File: config.mk
export PLATFORM = sky130hd
export DESIGN_NAME = nlb_geometry_flat
export DESIGN_NICKNAME = d
export VERILOG_FILES = /design/src/design/nv12_letterbox_to_rgb_unit_assert.svh /design/src/design/nlb_pkg.sv /design/src/design/nlb_ifs.sv /design/src/design/nlb_geometry.sv /design/src/flat_wrapper.sv
export SDC_FILE = /design/constraint.sdc
export NUM_CORES = 1
export LEC_CHECK = 0
export BUFFER_PORTS_ARGS = -buffer_cell sky130_fd_sc_hd__buf_2
export CAP_MARGIN = 25
export CORE_MARGIN = 2
export CORE_UTILIZATION = 25
export CTS_CLUSTER_SIZE = 8
export DETAILED_ROUTE_END_ITERATION = 10
export SETUP_SLACK_MARGIN = 0.05
export SYNTH_ARGS = -nofsm -noshare
export SYNTH_HDL_FRONTEND = slang
export SYNTH_SLANG_ARGS = --single-unit
export TNS_END_PERCENT = 30
File: constraint.sdc
create_clock -name clk -period 14.7 [get_ports clk]
set_clock_uncertainty 0.05 [all_clocks]
set_input_delay 2.94 -clock clk [delete_from_list [all_inputs] [get_ports clk]]
set_output_delay 2.94 -clock clk [all_outputs]
set_load 0.01 [all_outputs]
File: src/design/nv12_letterbox_to_rgb_unit_assert.svh
// assertion macros for the nv12 letterbox converter
`ifndef NV12_LETTERBOX_TO_RGB_UNIT_ASSERT_SVH
`define NV12_LETTERBOX_TO_RGB_UNIT_ASSERT_SVH

// same-cycle implication, checked out of reset
`define NLB_ASSERT_NOW(label, ante, cons, msg) \
  label: assert property (@(posedge clk) disable iff (rst) (ante) |-> (cons)) else $error(msg);

// next-cycle implication, checked out of reset
`define NLB_ASSERT_NEXT(label, ante, cons, msg) \
  label: assert property (@(posedge clk) disable iff (rst) (ante) |=> (cons)) else $error(msg);

`endif

File: src/design/nlb_pkg.sv
// shared widths, constants, types and the rounding function of the nv12 letterbox converter
package nlb_pkg;

  localparam int SRC_W   = 8;
  localparam int DST_W   = 11;
  localparam int ADDR_W  = 15;
  localparam int BYTE_W  = 8;
  localparam int COORD_W = 10;
  localparam int COLOR_W = 16;
  localparam int PIDX_W  = 20;
  localparam int CFG_W   = 11;
  localparam int QW      = 8;
  localparam int NUM_W   = COORD_W + SRC_W;
  localparam int PLANE_W = 2 * SRC_W;
  localparam int PROD_W  = 25;
  localparam int ACC_W   = 27;

  localparam int MAX_SRC_WIDTH_DEF  = 128;
  localparam int MAX_SRC_HEIGHT_DEF = 128;
  localparam int MAX_DST_SIZE_DEF   = 1024;

  localparam logic [SRC_W-1:0] RESET_SRC = 8'd128;
  localparam logic [DST_W-1:0] RESET_DST = 11'd128;

  localparam logic signed [15:0] COEF_RV = 16'sd22970;
  localparam logic signed [15:0] COEF_GU = 16'sd5638;
  localparam logic signed [15:0] COEF_GV = 16'sd11700;
  localparam logic signed [15:0] COEF_BU = 16'sd29032;

  localparam logic signed [ACC_W-1:0] CLAMP_HI = 27'sd4177920;
  localparam logic [COLOR_W-1:0] COLOR_MAX = 16'd65280;

  typedef enum logic [1:0] {
    REG_SOURCE_WIDTH  = 2'd0,
    REG_SOURCE_HEIGHT = 2'd1,
    REG_DEST_WIDTH    = 2'd2,
    REG_DEST_HEIGHT   = 2'd3
  } reg_idx_t;

  typedef enum logic {
    OP_WRITE   = 1'b0,
    OP_CONVERT = 1'b1
  } op_t;

  typedef struct packed {
    logic               busy;
    logic               ok;
    logic [SRC_W-1:0]   sw;
    logic [SRC_W-1:0]   sh;
    logic [DST_W-1:0]   dw;
    logic [DST_W-1:0]   dh;
    logic [DST_W-1:0]   scw;
    logic [DST_W-1:0]   sch;
    logic [COORD_W-1:0] ox;
    logic [COORD_W-1:0] oy;
    logic [PLANE_W-1:0] plane;
  } geo_t;

  // clamp a q.14 sum to 0..255 and round half up to q8.8
  function automatic logic [COLOR_W-1:0] to_q88(input logic signed [ACC_W-1:0] acc);
    logic signed [ACC_W-1:0] t;
    t = acc + 27'sd32;
    if (acc <= 0) return '0;
    if (acc >= CLAMP_HI) return COLOR_MAX;
    return t[COLOR_W+5:6];
  endfunction

endpackage

File: src/design/nlb_ifs.sv


interface nlb_cfg_if;
  logic                          valid;
  logic                          ready;
  logic [1:0]                    index;
  logic [nlb_pkg::CFG_W-1:0]     data;
  modport source (output valid, index, data, input ready);
  modport sink (input valid, index, data, output ready);
endinterface

File: src/design/nlb_geometry.sv
// configuration registers and sequential derivation of the letterbox geometry
module nlb_geometry #(
  parameter int MAX_SRC_WIDTH  = nlb_pkg::MAX_SRC_WIDTH_DEF,
  parameter int MAX_SRC_HEIGHT = nlb_pkg::MAX_SRC_HEIGHT_DEF,
  parameter int MAX_DST_SIZE   = nlb_pkg::MAX_DST_SIZE_DEF
) (
  input  logic          clk,
  input  logic          rst,
  nlb_cfg_if.sink       cfg,
  output nlb_pkg::geo_t geo
);

  localparam int GQ   = nlb_pkg::DST_W;
  localparam int CW   = $clog2(GQ);
  localparam int GN_W = nlb_pkg::DST_W + nlb_pkg::SRC_W;

  typedef enum logic [3:0] {
    G_IDLE  = 4'b0001,
    G_CHECK = 4'b0010,
    G_DIV   = 4'b0100,
    G_FIN   = 4'b1000
  } gstate_t;

  gstate_t                       state;
  logic [nlb_pkg::SRC_W-1:0]     sw, sh;
  logic [nlb_pkg::DST_W-1:0]     dw, dh;
  logic                          sel_w;
  logic [GN_W-1:0]               rem, dsh, pa, pb;
  logic [GQ-1:0]                 quot, q1;
  logic [CW-1:0]                 cnt;
  logic                          ok;
  logic [nlb_pkg::DST_W-1:0]     scw, sch;
  logic [nlb_pkg::COORD_W-1:0]   ox, oy;
  logic [nlb_pkg::PLANE_W-1:0]   plane;
  logic                          sizes_ok;

  assign cfg.ready = 1'b1;

  assign pa = GN_W'(dw * sh);
  assign pb = GN_W'(dh * sw);
  assign q1 = (quot == '0) ? GQ'(1) : quot;

  assign sizes_ok = (sw != '0) && (sh != '0) && !sw[0] && !sh[0]
                    && (32'(sw) <= MAX_SRC_WIDTH) && (32'(sh) <= MAX_SRC_HEIGHT)
                    && (dw != '0) && (dh != '0)
                    && (32'(dw) <= MAX_DST_SIZE) && (32'(dh) <= MAX_DST_SIZE);

  always_ff @(posedge clk) begin
    if (rst) begin
      state <= G_CHECK;
      sw    <= nlb_pkg::RESET_SRC;
      sh    <= nlb_pkg::RESET_SRC;
      dw    <= nlb_pkg::RESET_DST;
      dh    <= nlb_pkg::RESET_DST;
      ok    <= 1'b0;
    end else begin
      case (state)
        G_IDLE: begin
        end
        G_CHECK: begin
          plane <= nlb_pkg::PLANE_W'(sw * sh);
          if (!sizes_ok) begin
            ok    <= 1'b0;
            scw   <= '0;
            sch   <= '0;
            ox    <= '0;
            oy    <= '0;
            state <= G_IDLE;
          end else begin
            // fit to width when dw/sw is the smaller ratio or the ratios are equal
            sel_w <= (pa <= pb);
            rem   <= (pa <= pb) ? pa : pb;
            dsh   <= (pa <= pb) ? (GN_W'(sw) << (GQ - 1)) : (GN_W'(sh) << (GQ - 1));
            quot  <= '0;
            cnt   <= CW'(GQ - 1);
            state <= G_DIV;
          end
        end
        G_DIV: begin
          if (rem >= dsh) begin
            rem       <= rem - dsh;
            quot[cnt] <= 1'b1;
          end
          dsh <= dsh >> 1;
          cnt <= cnt - CW'(1);
          if (cnt == '0) state <= G_FIN;
        end
        G_FIN: begin
          if (sel_w) begin
            scw <= dw;
            sch <= q1;
            ox  <= '0;
            oy  <= nlb_pkg::COORD_W'((dh - q1) >> 1);
          end else begin
            scw <= q1;
            sch <= dh;
            ox  <= nlb_pkg::COORD_W'((dw - q1) >> 1);
            oy  <= '0;
          end
          ok    <= 1'b1;
          state <= G_IDLE;
        end
        default: state <= G_IDLE;
      endcase
      if (cfg.valid) begin
        case (nlb_pkg::reg_idx_t'(cfg.index))
          nlb_pkg::REG_SOURCE_WIDTH:  sw <= cfg.data[nlb_pkg::SRC_W-1:0];
          nlb_pkg::REG_SOURCE_HEIGHT: sh <= cfg.data[nlb_pkg::SRC_W-1:0];
          nlb_pkg::REG_DEST_WIDTH:    dw <= cfg.data;
          nlb_pkg::REG_DEST_HEIGHT:   dh <= cfg.data;
          default: sw <= sw;
        endcase
        state <= G_CHECK;
      end
    end
  end

  always_comb begin
    geo.busy  = (state != G_IDLE);
    geo.ok    = ok;
    geo.sw    = sw;
    geo.sh    = sh;
    geo.dw    = dw;
    geo.dh    = dh;
    geo.scw   = scw;
    geo.sch   = sch;
    geo.ox    = ox;
    geo.oy    = oy;
    geo.plane = plane;
  end

endmodule
File: src/flat_wrapper.sv
// flat-port wrapper written by rule: the top's interface ports become plain ports
module nlb_geometry_flat 
#(
  parameter int MAX_SRC_WIDTH  = nlb_pkg::MAX_SRC_WIDTH_DEF,
  parameter int MAX_SRC_HEIGHT = nlb_pkg::MAX_SRC_HEIGHT_DEF,
  parameter int MAX_DST_SIZE   = nlb_pkg::MAX_DST_SIZE_DEF
)
  (clk, rst, geo, cfg_valid, cfg_index, cfg_data, cfg_ready);
  nlb_cfg_if cfg_i ();
  input  logic clk;
  input  logic rst;
  output nlb_pkg::geo_t geo;
  input wire logic [$bits(cfg_i.valid)-1:0] cfg_valid;
  input wire logic [$bits(cfg_i.index)-1:0] cfg_index;
  input wire logic [$bits(cfg_i.data)-1:0] cfg_data;
  output wire logic [$bits(cfg_i.ready)-1:0] cfg_ready;
  assign cfg_i.valid = cfg_valid;
  assign cfg_i.index = cfg_index;
  assign cfg_i.data = cfg_data;
  assign cfg_ready = cfg_i.ready;
  nlb_geometry #(.MAX_SRC_WIDTH(MAX_SRC_WIDTH), .MAX_SRC_HEIGHT(MAX_SRC_HEIGHT), .MAX_DST_SIZE(MAX_DST_SIZE)) u_core (.clk(clk), .rst(rst), .cfg(cfg_i), .geo(geo));
endmodule
**After elaboration in Yosys (flattened, before gate mapping)**

Index checks and enable logic that the tools add are counted.

- Add/subtract/negate cells: 4
- Multipliers: 3
- Div/mod/pow operators: 0
- $lt $le $gt $ge: 8
- Equal/unequal tests: 12
- Shifts and indexed selects: 0
- Multiplexer cells: 30
- Bitwise logic cells: 3
- Reductions and logical operators: 33

Operators with widths:

| kind | number |
|---|---|
| $mux 19 | 4 |
| $pmux 19 s2 | 2 |
| $mux 11 | 6 |
| $pmux 11 s2 | 3 |
| $pmux 10 s2 | 2 |
| $mul 11x8->19 | 2 |
| $mux 10 | 3 |
| $le 11x11->1 const B | 2 |
| $reduce_bool 11->1 | 2 |
| $sub 11x11->11 | 2 |
| $ge 19x19->1 | 1 |
| $le 19x19->1 | 1 |
| $sub 19x19->19 | 1 |
| $mux 18 | 1 |
| $le 8x8->1 const B | 2 |
| $mul 8x8->16 | 1 |
| $reduce_bool 8->1 | 2 |
| $reduce_and 2->1 | 7 |
| $pmux 4 s3 | 1 |
| $logic_not 11->1 | 1 |
| $or 11x11->11 | 1 |
| $logic_and 1x1->1 | 10 |
| $reduce_and 3->1 | 3 |
| $mux 4 | 2 |
| 24 further kinds | 31 |

- Flip-flop bits (word level): 155
- Bits in latches: 0
- RAM bits: 0
- Bits in read-only memories: 0
- Input bits: 16
- Output and inout bits: 99
- Word-level logic and storage cells: 109
- Memories: 0

**Longest topological paths before layout**

- Word-level depth: 12
- Depth in mapped cells: 29
- Depth with buffers taken out: 27

**Least setup slack after synthesis**

OpenSTA, ideal clock, no wires.

- Kind: register to register
- Start point: register u_core.sh[7] (netlist bit)
- End point: register u_core.rem[0] (data pin)
- Setup time: 0.285 ns
- Arrival: 6.428 ns
- Required time: 14.365 ns
- Slack: 7.937 ns
- Stages on the path, launching flop included: 27
- Path buffers: 2
- Period minus slack after synthesis: 6.763 ns
- Cell sequence: dfxtp_1 clkbuf_1 and2_1 fa_1 fa_1 fa_1 inv_1 fa_1 inv_1 ha_1 o21ai_1 nor2_1 a21oi_1 o21bai_1 or3_1 a31o_1 a21oi_1 xor2_1 inv_1 ha_1 and4_2 nand2_1 o41ai_4 nor2_2 nor3_4 buf_6 a222oi_1

- Longest elaborated chain between the ends: 5

RTL lines:

| item | RTL line | text |
|---|---|---|
| start, declared | nlb_geometry.sv:25 | `logic [nlb_pkg::SRC_W-1:0] sw, sh;` |
| start signal, assigned | nlb_geometry.sv:52 | `sh <= nlb_pkg::RESET_SRC;` |
| start signal, assigned | nlb_geometry.sv:108 | `nlb_pkg::REG_SOURCE_HEIGHT: sh <= cfg.data[nlb_pkg::SRC_W-1:0];` |
| $mul 11x8->19 | nlb_geometry.sv:39 | `assign pa = GN_W'(dw * sh);` |
| $le 19x19->1 | nlb_geometry.sv:72 | `rem <= (pa <= pb) ? pa : pb;` |
| $mux 19 | nlb_geometry.sv:72 |  |
| $mux 19 | nlb_geometry.sv:62 | `if (!sizes_ok) begin` |
| $pmux 19 s2 | nlb_geometry.sv:57 | `case (state)` |
| end signal, assigned | nlb_geometry.sv:72 |  |
| end signal, assigned | nlb_geometry.sv:81 | `rem <= rem - dsh;` |
| end, declared | nlb_geometry.sv:28 | `logic [GN_W-1:0] rem, dsh, pa, pb;` |

Every way passes these cells. The select of a mux whose other input is x is not followed.
A chain may end at the register's enable or synchronous reset.

**Worst setup path after layout**

- Start point: register u_core.sh[4] (netlist bit)
- End point: register u_core.rem[6] (data pin)

- Longest elaborated chain between the ends: 5

RTL lines:

| item | RTL line |
|---|---|
| $mul 11x8->19 * | nlb_geometry.sv:39 |
| $le 19x19->1 | nlb_geometry.sv:72 |
| $mux 19 * | nlb_geometry.sv:72 |
| $mux 19 * | nlb_geometry.sv:62 |
| $pmux 19 s2 * | nlb_geometry.sv:57 |

Every way passes the cells marked *; elsewhere a longest branch is shown, timed or not. The select of a mux whose other input is x is not followed.

==> out/qor.log <==
[timing] # setup viols final 0
[floorplanning] vertical die dimension 259 microns
[worst_setup_path] kind of start point of the critical path register
[floorplanning] number of standard-cell rows in the floorplan 93
[timing] relative max-transition margin 31.7%
[layout] net count of the finished layout 2161
[logic_synthesis] synthesized net count 2086
[logic_synthesis] number of different library cells in the post-synthesis netlist 80
[worst_setup_path] slack of the worst reg-to-reg path 7.01 ns
[logic_synthesis] library cell with the largest summed area after synthesis sky130_fd_sc_hd__edfxtp_1
[worst_setup_path] data required time of the critical path 14.82 ns
[clock_tree] number of buffers inserted to repair setup after CTS 0
[floorplanning] die width 259 microns
[placed_design] worst slack at placement 6.98 ns
[power_and_ir_drop] total power density per cell area 69.5 nW/um^2
[logic_synthesis] Syn Std Cell Area 16300 sq um
[worst_setup_path] Critical Path AT 7.81 ns
[worst_setup_path] maximum fanout encountered on the critical timing path 23
[floorplanning] starting density of the core 25.3%
[layout] layout cell share with drive strength beyond 1 11.3%
[floorplanning] ports placed on the boundary 115
[layout] area growth from synthesis to layout 12.7%
[timing] fraction of the cycle the final worst path needs 52.3%
[logic_synthesis] count of flip-flops with a built-in enable after synthesis 111
[logic_synthesis] largest cells by area after synthesis sky130_fd_sc_hd__edfxtp_1, sky130_fd_sc_hd__fa_1, sky130_fd_sc_hd__ha_1
[timing] final worst slack 7.01 ns
[timing] worst-margin pin slew 1.02 ns
[timing] aggregate negative setup slack 0 ns
[worst_setup_path] critical path's slowest cell sky130_fd_sc_hd__dfxtp_1
[global_route] vias in the first global route 12400
[placed_design] number of port buffers 113
[clock_tree] clock tree root buffer cell sky130_fd_sc_hd__clkbuf_16
[timing] count of endpoints failing hold in the final timing report 0
[timing] Hold Slack 0.496 ns
[worst_setup_path] kind of cell adding the most delay to the critical path adder cells
[power_and_ir_drop] Leak Pwr 8.72 nW
[global_route] Tot GR Track Use 12.9%
[placed_design] placed wire-length estimate after detailed placement 32500 microns
[floorplanning] area inside the core boundary 64500 sq um
[timing] total count of max-transition violations in the final report 0
[flow_run] max-cap violations 0
[route] remaining design rule violation count 0
[clock_tree] total of cells resized after clock tree synthesis 0
[clock_tree] TritonCTS Sinks 154
[placed_design] RD Place Congestion 0.925
[clock_tree] Max clock buf depth 2
[logic_synthesis] share of async-settable or async-resettable flops after synthesis 0%
[worst_setup_path] number of cells on the worst reg-to-reg path 24
[clock_tree] CTS HTree Levels 4
[layout] final cell count without fillers 2694
[worst_setup_path] sum of buffers and inverters on the critical path 3
[worst_setup_path] chain of cells forming the critical path and2_1 > fa_1 > fa_1 > fa_1 > inv_1 > fa_1 > inv_1 > ha_1 > o21ai_1 > nor2_1 > a21oi_1 > o21bai_1 > or3_1 > a31o_1 > a21oi_1 > xor2_1 > inv_1 > ha_1 > and4_2 > nand2_1 > o41ai_4 > nor2_2 > nor3_4 > a221oi_1
[worst_setup_path] reg-to-reg endpoint u_core.rem[6]
[worst_setup_path] longest individual stage delay on the worst path 0.87 ns
[worst_setup_path] Setup crit start u_core.sh[4]
[timing] final worst path period need 7.69 ns
[route] count of routing violations after the opening detailed-route iteration 925
[route] number of detailed-route iterations in the first pass 5
[worst_setup_path] type of the setup path with the least slack register to register
[route] routed wirelength normalized by instance count 16.0 microns
[logic_synthesis] area share of the leading cell type in the synthesized netlist 20.4%
[worst_setup_path] Crit. End Element register
[floorplanning] Die ar. 67300 sq um
[route] total wire length after detailed routing 43100 microns
[worst_setup_path] reg2reg start u_core.sh[4]
[route] number of nets still failing antenna checks after routing 0
[hold_path] hold crit path type register to register
[timing] setup repair after global routing missed its margin false
[worst_setup_path] critical path depth in cells 24
[logic_synthesis] yosys synthesis warning count 0
[clock_tree] clock tree from TritonCTS built
[placed_design] # placed instances 2662
[clock_tree] total clock buffers created by CTS 17
[logic_synthesis] predominant post-synthesis flop cell sky130_fd_sc_hd__edfxtp_1
[route] Vias 12500
[run_status] outcome finished clean
[timing] peak clock frequency supported by timing 130 MHz
[logic_synthesis] post-synthesis cell count 1751
[clock_tree] clock latency at the later pin of the worst-skew pair 0.45 ns
[worst_setup_path] dominant cell type by count on the critical path sky130_fd_sc_hd__fa_1
[clock_tree] clock-pin transition on the worst setup and hold timing paths 0.07 ns
[global_route] total gr overflow 0
[logic_synthesis] Mapped Avg Cell Area 9.32 sq um
[worst_setup_path] worst setup path end u_core.rem[6]
[global_route] number of antenna violations at the first check in global routing 0
[layout] final antenna diode count 0
[global_route] first-pass GRT wire length 68300 microns
[global_route] largest net degree at the start of global routing 51
[clock_tree] number of hold buffers added after cts 0
[logic_synthesis] Seq/Total Area, Yosys 25.7%
[power_and_ir_drop] peak supply drop 0.0730 mV
[route] Vias/cell 4.63
[logic_synthesis] flip-flop and latch count after synthesis 154
sequential cells by signal, summed over array words and instances (netlist names):
signal        cells
u_core.rem       19
u_core.dsh       18
u_core.plane     16
u_core.dh        11
u_core.dw        11
u_core.quot      11
u_core.sch       11
u_core.scw       11
u_core.ox        10
u_core.oy        10
u_core.sh         8
u_core.sw         8
u_core.cnt        4
u_core.state      4
u_core.ok         1
u_core.sel_w      1
layout by cell type, fill, tap and decap left out, types with 6 or more instances in the layout:
master,count
sky130_fd_sc_hd__fa_1,147
sky130_fd_sc_hd__ha_1,172
sky130_fd_sc_hd__buf_2,113
sky130_fd_sc_hd__nand3_1,19
sky130_fd_sc_hd__and2_1,191
sky130_fd_sc_hd__nand2_1,149
sky130_fd_sc_hd__a21boi_1,6
sky130_fd_sc_hd__nor2_1,138
sky130_fd_sc_hd__nor2b_1,11
sky130_fd_sc_hd__nor4_1,7
sky130_fd_sc_hd__o21a_1,10
sky130_fd_sc_hd__dfxtp_1,43
sky130_fd_sc_hd__a21oi_1,79
sky130_fd_sc_hd__clkbuf_16,17
sky130_fd_sc_hd__nand2b_1,11
sky130_fd_sc_hd__xnor2_1,32
sky130_fd_sc_hd__nor3_1,26
sky130_fd_sc_hd__edfxtp_1,111
sky130_fd_sc_hd__inv_1,239
sky130_fd_sc_hd__o21ai_0,16
sky130_fd_sc_hd__buf_4,28
sky130_fd_sc_hd__o21ai_1,42
sky130_fd_sc_hd__a221oi_2,9
sky130_fd_sc_hd__xor2_1,35
sky130_fd_sc_hd__a21o_1,22
sky130_fd_sc_hd__mux2i_1,47
sky130_fd_sc_hd__nand3b_1,8
cell usage after synthesis, types with 4 or more instances:
| library cell | count |
|---|---|
| sky130_fd_sc_hd__nor3_1 | 26 |
| sky130_fd_sc_hd__inv_1 | 239 |
| sky130_fd_sc_hd__a21o_1 | 22 |
| sky130_fd_sc_hd__and2_1 | 191 |
| sky130_fd_sc_hd__xor2_1 | 35 |
| sky130_fd_sc_hd__nand2_1 | 149 |
| sky130_fd_sc_hd__xnor2_1 | 32 |
| sky130_fd_sc_hd__o21a_1 | 10 |
| sky130_fd_sc_hd__edfxtp_1 | 111 |
| sky130_fd_sc_hd__a211oi_1 | 5 |
| sky130_fd_sc_hd__a21boi_1 | 7 |
| sky130_fd_sc_hd__o41a_1 | 4 |
| sky130_fd_sc_hd__o41ai_1 | 4 |
| sky130_fd_sc_hd__nand3_1 | 19 |
| sky130_fd_sc_hd__nor2_1 | 138 |
| sky130_fd_sc_hd__clkbuf_1 | 77 |
| sky130_fd_sc_hd__nand4_1 | 5 |
| sky130_fd_sc_hd__mux2i_1 | 47 |
| sky130_fd_sc_hd__o21ai_1 | 42 |
| sky130_fd_sc_hd__nor2b_1 | 11 |
| sky130_fd_sc_hd__nor4_1 | 7 |
| sky130_fd_sc_hd__nand3b_1 | 8 |
| sky130_fd_sc_hd__nand2b_1 | 11 |
| sky130_fd_sc_hd__a221oi_2 | 9 |
| sky130_fd_sc_hd__ha_1 | 172 |
| sky130_fd_sc_hd__o21ai_0 | 16 |
| sky130_fd_sc_hd__o21bai_1 | 5 |
| sky130_fd_sc_hd__dfxtp_1 | 43 |
| sky130_fd_sc_hd__a21oi_1 | 81 |
| sky130_fd_sc_hd__fa_1 | 147 |
| sky130_fd_sc_hd__o2111ai_1 | 4 |
report_power, final:
part | switching (mW) | total [mW] | internal (mW)
clock | 0.197 | 0.430 | 0.233
combinational | 0.195 | 0.320 | 0.126
sequential | 0.0236 | 0.528 | 0.504
kinds of logic after synthesis:
logic type / share of synthesized area (%)
simple gates: 18.5
buf+inv: 7.86
fa+ha+maj: 31.2
compound gates: 10.2
flops: 25.7
xor+xnor: 3.60
mux: 2.88
other cells: 0.0230
stage by stage:
| stage | power [mW] | utilization, % | area (sq um) |
|---|---|---|---|
| 4_1_cts | 1.29 | 28.5 | 18400 |
| 2_1_floorplan | 0.769 | - | 16300 |
| 5_1_grt | 1.34 | 28.5 | 18400 |
| 3_5_place_dp | 0.857 | 27.7 | 17800 |
| 3_3_place_gp | 0.849 | 27.6 | 17800 |
| 6_report | 1.28 | 28.5 | 18400 |
worst reg2reg max path, stage by stage (launching register included):
cell and delay (ns):
sky130_fd_sc_hd__dfxtp_1 0.87, sky130_fd_sc_hd__and2_1 0.28, sky130_fd_sc_hd__fa_1 0.41, sky130_fd_sc_hd__fa_1 0.47
sky130_fd_sc_hd__fa_1 0.55, sky130_fd_sc_hd__inv_1 0.05, sky130_fd_sc_hd__fa_1 0.53, sky130_fd_sc_hd__inv_1 0.04
sky130_fd_sc_hd__ha_1 0.34, sky130_fd_sc_hd__o21ai_1 0.14, sky130_fd_sc_hd__nor2_1 0.09, sky130_fd_sc_hd__a21oi_1 0.30
sky130_fd_sc_hd__o21bai_1 0.15, sky130_fd_sc_hd__or3_1 0.33, sky130_fd_sc_hd__a31o_1 0.22, sky130_fd_sc_hd__a21oi_1 0.16
sky130_fd_sc_hd__xor2_1 0.26, sky130_fd_sc_hd__inv_1 0.08, sky130_fd_sc_hd__ha_1 0.30, sky130_fd_sc_hd__and4_2 0.26
sky130_fd_sc_hd__nand2_1 0.16, sky130_fd_sc_hd__o41ai_4 0.39, sky130_fd_sc_hd__nor2_2 0.12, sky130_fd_sc_hd__nor3_4 0.66
sky130_fd_sc_hd__a221oi_1 0.20
metal layers:
layer  share of wire [%]  vias up  GRT usage (%)
met5                   0        -              0
met4                 2.7        0           4.73
met3                 5.5       73           2.39
met2                  48      338           21.6
met1                  43     6163           16.5
li1                    -     5897              -
worst min-delay path by stage:
stage                   start              to  cells past startpoint
6_report            u_core.ok       u_core.ok                      2
5_1_grt        u_core.dsh[13]  u_core.dsh[12]                      2
4_1_cts             u_core.ok       u_core.ok                      2
3_5_place_dp        u_core.ok       u_core.ok                      2
3_3_place_gp        u_core.ok       u_core.ok                      2
2_1_floorplan       u_core.ok       u_core.ok                      2
cell type report:
cell class                      instances  area [sq um]
Sequential cell                       154          4190
Inverter                              240           901
Timing Repair Buffer                  142           803
Multi-Input combinational cell       1271         10900
Clock buffer                           22           475
Tap cell                              855          1070
Clock inverter                         10          83.8
Fill cell                            6780         46100
Note: power is estimated with default switching activity, not from simulation.
